**src/sbe_mdd_pkg.sv**
```systemverilog
// Package for the market data decoder: record layout, codes, template tables.
// Used by every file under src; no dependencies.
package sbe_mdd_pkg;

	localparam int OFFSET_WIDTH = 32;
	localparam int OUT_DEPTH    = 8;
	localparam int CFG_IDX_W    = 4;

	localparam logic [15:0] TPL_TRADES = 16'd10000;
	localparam logic [15:0] TPL_BBA    = 16'd10001;
	localparam logic [15:0] TPL_SNAP   = 16'd10002;
	localparam logic [15:0] TPL_DIFF   = 16'd10003;

	localparam logic [5:0] ROOT_TRADES = 6'd18;
	localparam logic [5:0] ROOT_BBA    = 6'd50;
	localparam logic [5:0] ROOT_SNAP   = 6'd18;
	localparam logic [5:0] ROOT_DIFF   = 6'd26;
	localparam logic [15:0] ENTRY_TRADE = 16'd25;
	localparam logic [15:0] ENTRY_LEVEL = 16'd16;

	localparam logic [CFG_IDX_W-1:0] CFG_SCHEMA  = CFG_IDX_W'(0);
	localparam logic [CFG_IDX_W-1:0] CFG_VERSION = CFG_IDX_W'(1);

	localparam logic [2:0] KIND_HDR    = 3'd0;
	localparam logic [2:0] KIND_TRADE  = 3'd1;
	localparam logic [2:0] KIND_BID    = 3'd2;
	localparam logic [2:0] KIND_ASK    = 3'd3;
	localparam logic [2:0] KIND_SYM    = 3'd4;
	localparam logic [2:0] KIND_STATUS = 3'd5;

	localparam logic [2:0] MT_UNKNOWN = 3'd4;

	localparam logic [2:0] ST_OK        = 3'd0;
	localparam logic [2:0] ST_TRUNC     = 3'd1;
	localparam logic [2:0] ST_UNKNOWN   = 3'd2;
	localparam logic [2:0] ST_SCHEMA    = 3'd3;
	localparam logic [2:0] ST_LAYOUT    = 3'd4;

	typedef enum logic [7:0] {
		PH_HDR   = 8'b0000_0001,
		PH_ROOT  = 8'b0000_0010,
		PH_GHDR  = 8'b0000_0100,
		PH_ENTRY = 8'b0000_1000,
		PH_SLEN  = 8'b0001_0000,
		PH_SYM   = 8'b0010_0000,
		PH_DONE  = 8'b0100_0000,
		PH_SKIP  = 8'b1000_0000
	} phase_t;

	typedef struct packed {
		logic [15:0] schema;
		logic [15:0] version;
	} cfg_t;

	typedef struct packed {
		logic [2:0]  kind;
		logic [2:0]  mtype;
		logic [63:0] first;
		logic [63:0] second;
		logic [63:0] third;
		logic [7:0]  pexp;
		logic [7:0]  qexp;
		logic [7:0]  bm;
		logic [7:0]  ch;
		logic [2:0]  st;
		logic        last;
	} rec_t;

	function automatic logic [2:0] type_of(logic [15:0] t);
		logic [15:0] d;
		d = t - TPL_TRADES;
		if (t >= TPL_TRADES && t <= TPL_DIFF) return d[2:0];
		return MT_UNKNOWN;
	endfunction

	function automatic logic [5:0] root_size(logic [15:0] t);
		if (t == TPL_TRADES) return ROOT_TRADES;
		if (t == TPL_BBA) return ROOT_BBA;
		if (t == TPL_SNAP) return ROOT_SNAP;
		return ROOT_DIFF;
	endfunction

	// header + root + minimal group header / symbol length
	function automatic logic [5:0] min_len(logic [15:0] t);
		if (t == TPL_TRADES) return 6'd8 + ROOT_TRADES + 6'd6;
		if (t == TPL_BBA) return 6'd8 + ROOT_BBA + 6'd1;
		if (t == TPL_SNAP) return 6'd8 + ROOT_SNAP + 6'd9;
		return 6'd8 + ROOT_DIFF + 6'd9;
	endfunction

endpackage

```
**src/sbe_mdd_config.sv**
```systemverilog
// Configuration registers: expected schema id and version.
// Depends on sbe_mdd_pkg.
module sbe_mdd_config (
	input  logic                              clk,
	input  logic                              arst_n,
	input  logic                              wr_en,
	input  logic [sbe_mdd_pkg::CFG_IDX_W-1:0] wr_index,
	input  logic [15:0]                       wr_data,
	output sbe_mdd_pkg::cfg_t                 cfg
);

	sbe_mdd_pkg::cfg_t cfg_q;

	always_ff @(posedge clk or negedge arst_n) begin
		if (!arst_n) begin
			cfg_q.schema <= 16'd1;
			cfg_q.version <= 16'd0;
		end else if (wr_en) begin
			case (wr_index)
				sbe_mdd_pkg::CFG_SCHEMA:  cfg_q.schema <= wr_data;
				sbe_mdd_pkg::CFG_VERSION: cfg_q.version <= wr_data;
				default: begin
				end
			endcase
		end
	end

	assign cfg = cfg_q;

endmodule

```
**config.mk**
```make
export PLATFORM = sky130hd
export DESIGN_NAME = sbe_mdd_config
export DESIGN_NICKNAME = d
export VERILOG_FILES = /design/src/sbe_mdd_pkg.sv /design/src/sbe_mdd_config.sv
export SDC_FILE = /design/constraint.sdc
export NUM_CORES = 1
export LEC_CHECK = 0
export ABC_AREA = 1
export CAP_MARGIN = 20
export CORE_ASPECT_RATIO = 1.25
export CORE_MARGIN = 2
export CORE_UTILIZATION = 43
export CTS_BUF_LIST = sky130_fd_sc_hd__clkbuf_2 sky130_fd_sc_hd__clkbuf_4 sky130_fd_sc_hd__clkbuf_8
export DETAILED_ROUTE_END_ITERATION = 6
export DONT_BUFFER_PORTS = 1
export PLACE_DENSITY = 0.57
export SYNTH_ARGS = -nofsm -noshare
export SYNTH_HDL_FRONTEND = slang
export SYNTH_SLANG_ARGS = --single-unit
```
**constraint.sdc**
```tcl
create_clock -name clk -period 0.9 [get_ports clk]
set_input_delay 0.18 -clock clk [delete_from_list [all_inputs] [get_ports clk]]
set_output_delay 0.18 -clock clk [all_outputs]
set_load 0.03 [all_outputs]
```
======== Yosys cells after proc, flatten, opt, wreduce, memory -nomap -nowiden ========
Cells that the tools add are included.
word-level totals
  register bits ........................... 32
  bits of input ports ..................... 23
operators by class
  equality and inequality tests ........... 1
  reduce and logical (&&, ||, !) cells .... 3
operators by type and width
  kind                                                  number
  equality test 4 x 1 -> 1 bit (second input constant)  1
  logical NOT 4 bit                                     1
  AND reduction 2 bit                                   2

======== Depth between registers and ports, before layout ========
Gate-level depths: netlist (run 1).
  word-level depth ........................ 2
  gate-level depth with buffers ........... 7
  depth with buffers taken out ............ 5

======== Worst setup path before layout (run 1) ========
Ideal clock, no wire load.
  path kind ............................... input to register
  from .................................... input port wr_en
  to ...................................... register cfg_q (netlist bit cfg[10])
  data arrival time ....................... 0.768 ns
  setup slack ............................. 0.014 ns
  cell stages on the path ................. 7
  cells stage by stage .................... buf_4 -> nand2_1 -> inv_2 -> nand3_4 -> buf_4 -> nand2_1 -> nand2_1
on the way
  cells in the longest elaborated chain, start to end .. 1
ends and longest elaborated chain
  item                           RTL line              text
  from (decl)                    sbe_mdd_config.sv:6   input logic wr_en,
  AND reduction 2 bit (no line)  n/a
  to (decl)                      sbe_mdd_config.sv:12  sbe_mdd_pkg::cfg_t cfg_q;
Every way passes these cells.
A chain may end at the register's enable or synchronous reset.

======== Final worst setup path (run 1) ========
  from .................................... register cfg_q (netlist bit cfg[16])
  to ...................................... output port cfg[16] (netlist bit)
RTL lines
  item       RTL line             text
  to (decl)  sbe_mdd_config.sv:9  output sbe_mdd_pkg::cfg_t cfg
No word-level cell between the ends.

==> results.cfg, run 1 <==
[logic_synthesis]
postSynthCellCount = 148
synth_top_area_share = 0.5561
synth-edff-count = 0
dominant_cells_by_area_after_synthesis = dfrtp_1 (56%), nand2_1 (17%), nand4_1 (14%)
ys_seq_area_frac = 0.5749
yosys_most_used_dff = dfrtp_1
postSynthNetCount = 171
netlist_area_sq_mm = 0.001395
syn_avg_cell_area_sq_um = 9.426
synth.lib_cells_used.distinct = 12
cell_types_with_the_highest_counts_after_synthesis = nand2_1 (65), nand4_1 (32), dfrtp_1 (31)
synth.most_common_cell = nand2_1
asyncSetResetFlopFracSynth = 1.000
synth.yosys.warnings = 0
synth_top_area_cell = dfrtp_1
synth.ff_latch_count = 32

[global_route]
grt_pass1_vias = 1105
initial_antenna_violation_count = 0
grt.overflow.total = 0
globalRouteTotalUtil = 0.1981
grt_pass1_wl_um = 5140
grt_max_degree = 35

[die]
core_area_sq_mm = 0.003166
floorplan.initialDensity = 0.4407
core.rowCount = 23
dieWidth_um = 54.95
die-height_um = 67.69
dieArea_sq_mm = 0.003719
design.portCount = 55

[placed_design]
placement.io_buffers = 0
placement.cell_area_sq_mm = 0.001415
post-dp-hpwl_um = 2189
dpl.cell_count = 178
routability_congestion = 0.6966

[worst_hold_path]
timing.hold.worst.class = in -> async

[sta]
setup_ws_ps = -184.8
clock_skew_ps = 0
final.period_utilization = 1.205
final.min_clock_period_ps = 1085
fin_tns_setup_ps = -1281
hold_slack_ps = -410.5
timing_worst_slew_pin_value_ps = 345.4
count_of_final_setup_violators = 32
pins_over_their_slew_limit = 0
timing.slew.headroom = 0.7692
fmaxAchievable_mhz = 921.8
finalHoldViolations = 32
rsz0062_at_grt = yes

[outcome]
run_status = complete, but fails checks
failed_checks = hold timing, setup timing

[drt]
routed-via-count = 1046
wirelength_um = 3090
drtPass1Iterations = 4
vias_per_cell = 5.624
routedWlPerCell_um = 16.61
drt_iter0_markers = 25
post-route-drc-count = 0
ant_nets = 0

[power_and_ir_drop]
vdd.ir_drop.worst_mv = 1.555
power_density_mw_per_mm2 = 2659
leakage_uw = 0.0007343

[final_layout]
instances_no_fill = 186
stdcell_area_sq_mm = 0.001551
syn_to_final_growth_pct = 11.21
layout.nets = 171
drive_above_1_share = 0.3356
final_util = 0.4901
final.fill_count = 319
insertedDiodeCount = 0
largest_reg_flops = 32

[setup_path]
required_ps = 720
worstSetupPathType = reg -> out
crit_path_max_fanout = 2
worst_ep_arrival_time_ps = 900
worstSetupStartpointType = register
endpoint_kind = output port

[clocking]
cts_sinks = 32
clk_transition_reported_paths_ps = 60
post_cts.repair.setup_buffers = 0
clkLatencyLatePin_ps = 270
cts_root_buffer = clkbuf_8
cts-buffers-inserted = 5
htree_num_levels = 2
number_of_buffers_on_the_longest_clock_path = 2
cts_tree = built

[job]
max_cap_viol_count = 0
where the power goes:
part	internal, uW	total (uW)	switching, uW
Combinational	139	332	192
Clock	683	1180	497
Sequential	1800	2610	814
Total	2620	4130	1500
cell families (layout without fill, tap and decap cells):
logic type    count (synthesis)  after routing  share of synthesized area
buf+inv                      14             15                    0.05740
flops                        32             32                     0.5749
simple gates                102            102                     0.3677
metrics by stage:
step	setup slack [ps]	hold WS (ps)	total power, uW
6_report	-184.8	-410.5	4126
3_3_place_gp	17.86	-114.9	2904
4_1_cts	-202.3	-421.3	4182
2_1_floorplan	14.03	-115.6	2814
5_1_grt	-211.5	-433.0	4355
3_5_place_dp	-19.56	-114.9	2925
per-layer routing:
metal / routed length (um) / GRT usage / part of all wire
met1: 1230 / 0.2313 / 0.40
met2: 1471 / 0.3095 / 0.48
met3: 327 / 0.08407 / 0.11
met4: 60 / 0.09146 / 0.019
met5: 0 / 0 / 0
path summary, 6_finish.rpt:
check | startpoint | end | slack, ps | cells past startpoint
setup / recovery | cfg[16] | cfg[16] | -180 | 0
hold / removal | arst_n | cfg[18] | -410 | 0
setup reg to reg | cfg[16] | cfg[16] | 70 | 2
hold reg to reg | cfg[16] | cfg[16] | 560 | 2
max in group asynchronous | arst_n | cfg[16] | 1130 | 0
min in group clk | wr_data[0] | cfg[16] | 30 | 2
cell usage in the layout (no fill, tap or decap):
cell      synthesis  routed
buf_12            0       1
buf_4             4       3
clkbuf_4          0       2
clkbuf_8          0       6
dfrtp_2           0      31
dfstp_2           1       1
inv_1             2       2
inv_2             1       1
nand2_1          65      65
nand3_4           2       2
nand4_1          32      32
nor2_4            3       3
final cells by class:
class / instances / area [sq um] / share of cell area
Sequential cell: 32 / 840.8 / 0.5419
Multi-Input combinational cell: 102 / 513.0 / 0.3306
Clock buffer: 8 / 97.59 / 0.06290
Timing Repair Buffer: 4 / 42.54 / 0.02742
Inverter: 3 / 11.26 / 0.007258
Tap cell: 37 / 46.29 / 0.02984
timing repair:
action	CTS	global route
resized for setup	31	0
setup endpoints to repair	32	32
hold endpoints to repair	32	32
No activity file was read; power rests on OpenSTA's default activity.
==> inputs of run 2 (changes only) <==
--- a/config.mk
+++ b/config.mk
@@ -9,11 +9,11 @@
 export CAP_MARGIN = 20
 export CORE_ASPECT_RATIO = 1.25
 export CORE_MARGIN = 2
-export CORE_UTILIZATION = 43
+export CORE_UTILIZATION = 40
 export CTS_BUF_LIST = sky130_fd_sc_hd__clkbuf_2 sky130_fd_sc_hd__clkbuf_4 sky130_fd_sc_hd__clkbuf_8
 export DETAILED_ROUTE_END_ITERATION = 6
 export DONT_BUFFER_PORTS = 1
-export PLACE_DENSITY = 0.57
+export PLACE_DENSITY = 0.53
 export SYNTH_ARGS = -nofsm -noshare
 export SYNTH_HDL_FRONTEND = slang
 export SYNTH_SLANG_ARGS = --single-unit
==> results.cfg, run 2 (synthesis gave the netlist of run 1 again) <==
[outcome]
run_status = complete, but fails checks
failed_checks = hold timing, setup timing

[final_layout]
insertedDiodeCount = 0
layout.nets = 170
most-common-layout-cells = nand2_1 (65), nand4_1 (32), dfrtp_2 (30)
largest_reg_flops = 32
instances_no_fill = 187
drive_above_1_share = 0.3243
syn_to_final_growth_pct = 12.56
commonest_non_fill_non_tap_cell_in_the_layout = nand2_1

[drt]
routed-via-count = 1075
ant_nets = 0
drt_iter0_markers = 38
post-route-drc-count = 0
drtPass1Iterations = 4
wirelength_um = 3268
routedWlPerCell_um = 17.48
vias_per_cell = 5.749

[setup_path]
required_ps = 720
endpoint_kind = output port
crit_path_max_fanout = 2
worst_ep_arrival_time_ps = 910
worstSetupPathType = reg -> out
reg2reg_setup_slack_ps = 80
worstSetupStartpointType = register

[placed_design]
post-dp-hpwl_um = 2219
placement.io_buffers = 0
place_ws_ps = 15.47
routability_congestion = 0.7788
dpl.cell_count = 179

[global_route]
grt_pass1_vias = 1092
grt_pass1_wl_um = 5471
globalRouteTotalUtil = 0.1793
grt.overflow.total = 0
initial_antenna_violation_count = 0
grt_max_degree = 35

[power_and_ir_drop]
p_total_uw = 4200
power_density_mw_per_mm2 = 2675
leakage_uw = 0.0007378
vdd.ir_drop.worst_mv = 1.564

[clocking]
clkLatencyLatePin_ps = 280
cts_tree = built
cts-buffers-inserted = 5
number_of_buffers_on_the_longest_clock_path = 2
cts_sinks = 32
htree_num_levels = 2
clk_transition_reported_paths_ps = 70
cts_root_buffer = clkbuf_8

[job]
max_cap_viol_count = 0

[die]
floorplan.initialDensity = 0.4075
design.portCount = 55
core_area_sq_mm = 0.003423
dieArea_sq_mm = 0.003979
dieWidth_um = 56.82
core.rowCount = 24
die-height_um = 70.03

[sta]
fin_tns_setup_ps = -1569
count_of_final_setup_violators = 32
timing.slew.headroom = 0.7530
fmaxAchievable_mhz = 917.4
final.period_utilization = 1.211
hold_slack_ps = -414.0
final.min_clock_period_ps = 1090
clock_skew_ps = 0
rsz0062_at_grt = yes
timing_worst_slew_pin_value_ps = 369.6
finalHoldViolations = 32
setup_ws_ps = -190.1
pins_over_their_slew_limit = 0

[worst_hold_path]
timing.hold.worst.class = in -> async
==> run 2: cell types whose count changed in the layout (fill, tap and decap cells not counted), sizes merged <==
cell and delta:
buf -1
==> run 2: final timing paths <==
check | start | to | cells past startpoint
setup / recovery | cfg[16] | cfg[16] | 0
hold / removal | arst_n | cfg[5] | 0
setup reg to reg | cfg[16] | cfg[16] | 2
hold reg to reg | cfg[16] | cfg[16] | 2
max in group asynchronous | arst_n | cfg[16] | 0
min in group clk | wr_data[0] | cfg[16] | 2
==> run 2: metal layers <==
| layer | part of all wire | track usage | vias up |
|---|---|---|---|
| li1 | - | - | 498 |
| met4 | 0.031 | 0.1085 | 0 |
| met1 | 0.36 | 0.2038 | 505 |
| met5 | 0 | 0 | - |
| met2 | 0.49 | 0.2752 | 61 |
| met3 | 0.12 | 0.07778 | 11 |
==> run 2: through the flow <==
stage | area [sq um] | util
floorplan | 1395 | -
global placement | 1435 | 0.4192
detailed placement | 1435 | 0.4192
CTS | 1570 | 0.4587
global route | 1570 | 0.4587
finish | 1570 | 0.4587
==> run 2: area by class of cell <==
class | instances | area [sq um]
well taps | 39 | 48.80
repair buffers | 3 | 60.06
flip-flops and latches | 32 | 839.6
inverters | 3 | 11.26
multi-input cells | 102 | 513.0
clock buffers | 8 | 97.59
fillers | 349 | 1853
==> run 2: where the power goes <==
part	internal (uW)	switching (uW)	leakage, uW
Sequential	1800	808	0.000366
Combinational	173	221	0.000320
Clock	683	517	0.0000523
Total	2650	1550	0.000738
==> run 2: repair_timing <==
| action | in CTS | in global routing |
|---|---|---|
| gates resized for setup | 30 | 0 |
| setup buffers | 0 | 0 |
| pin swaps | 0 | 0 |
| setup endpoints to repair | 32 | 32 |
| hold endpoints to repair | 32 | 32 |
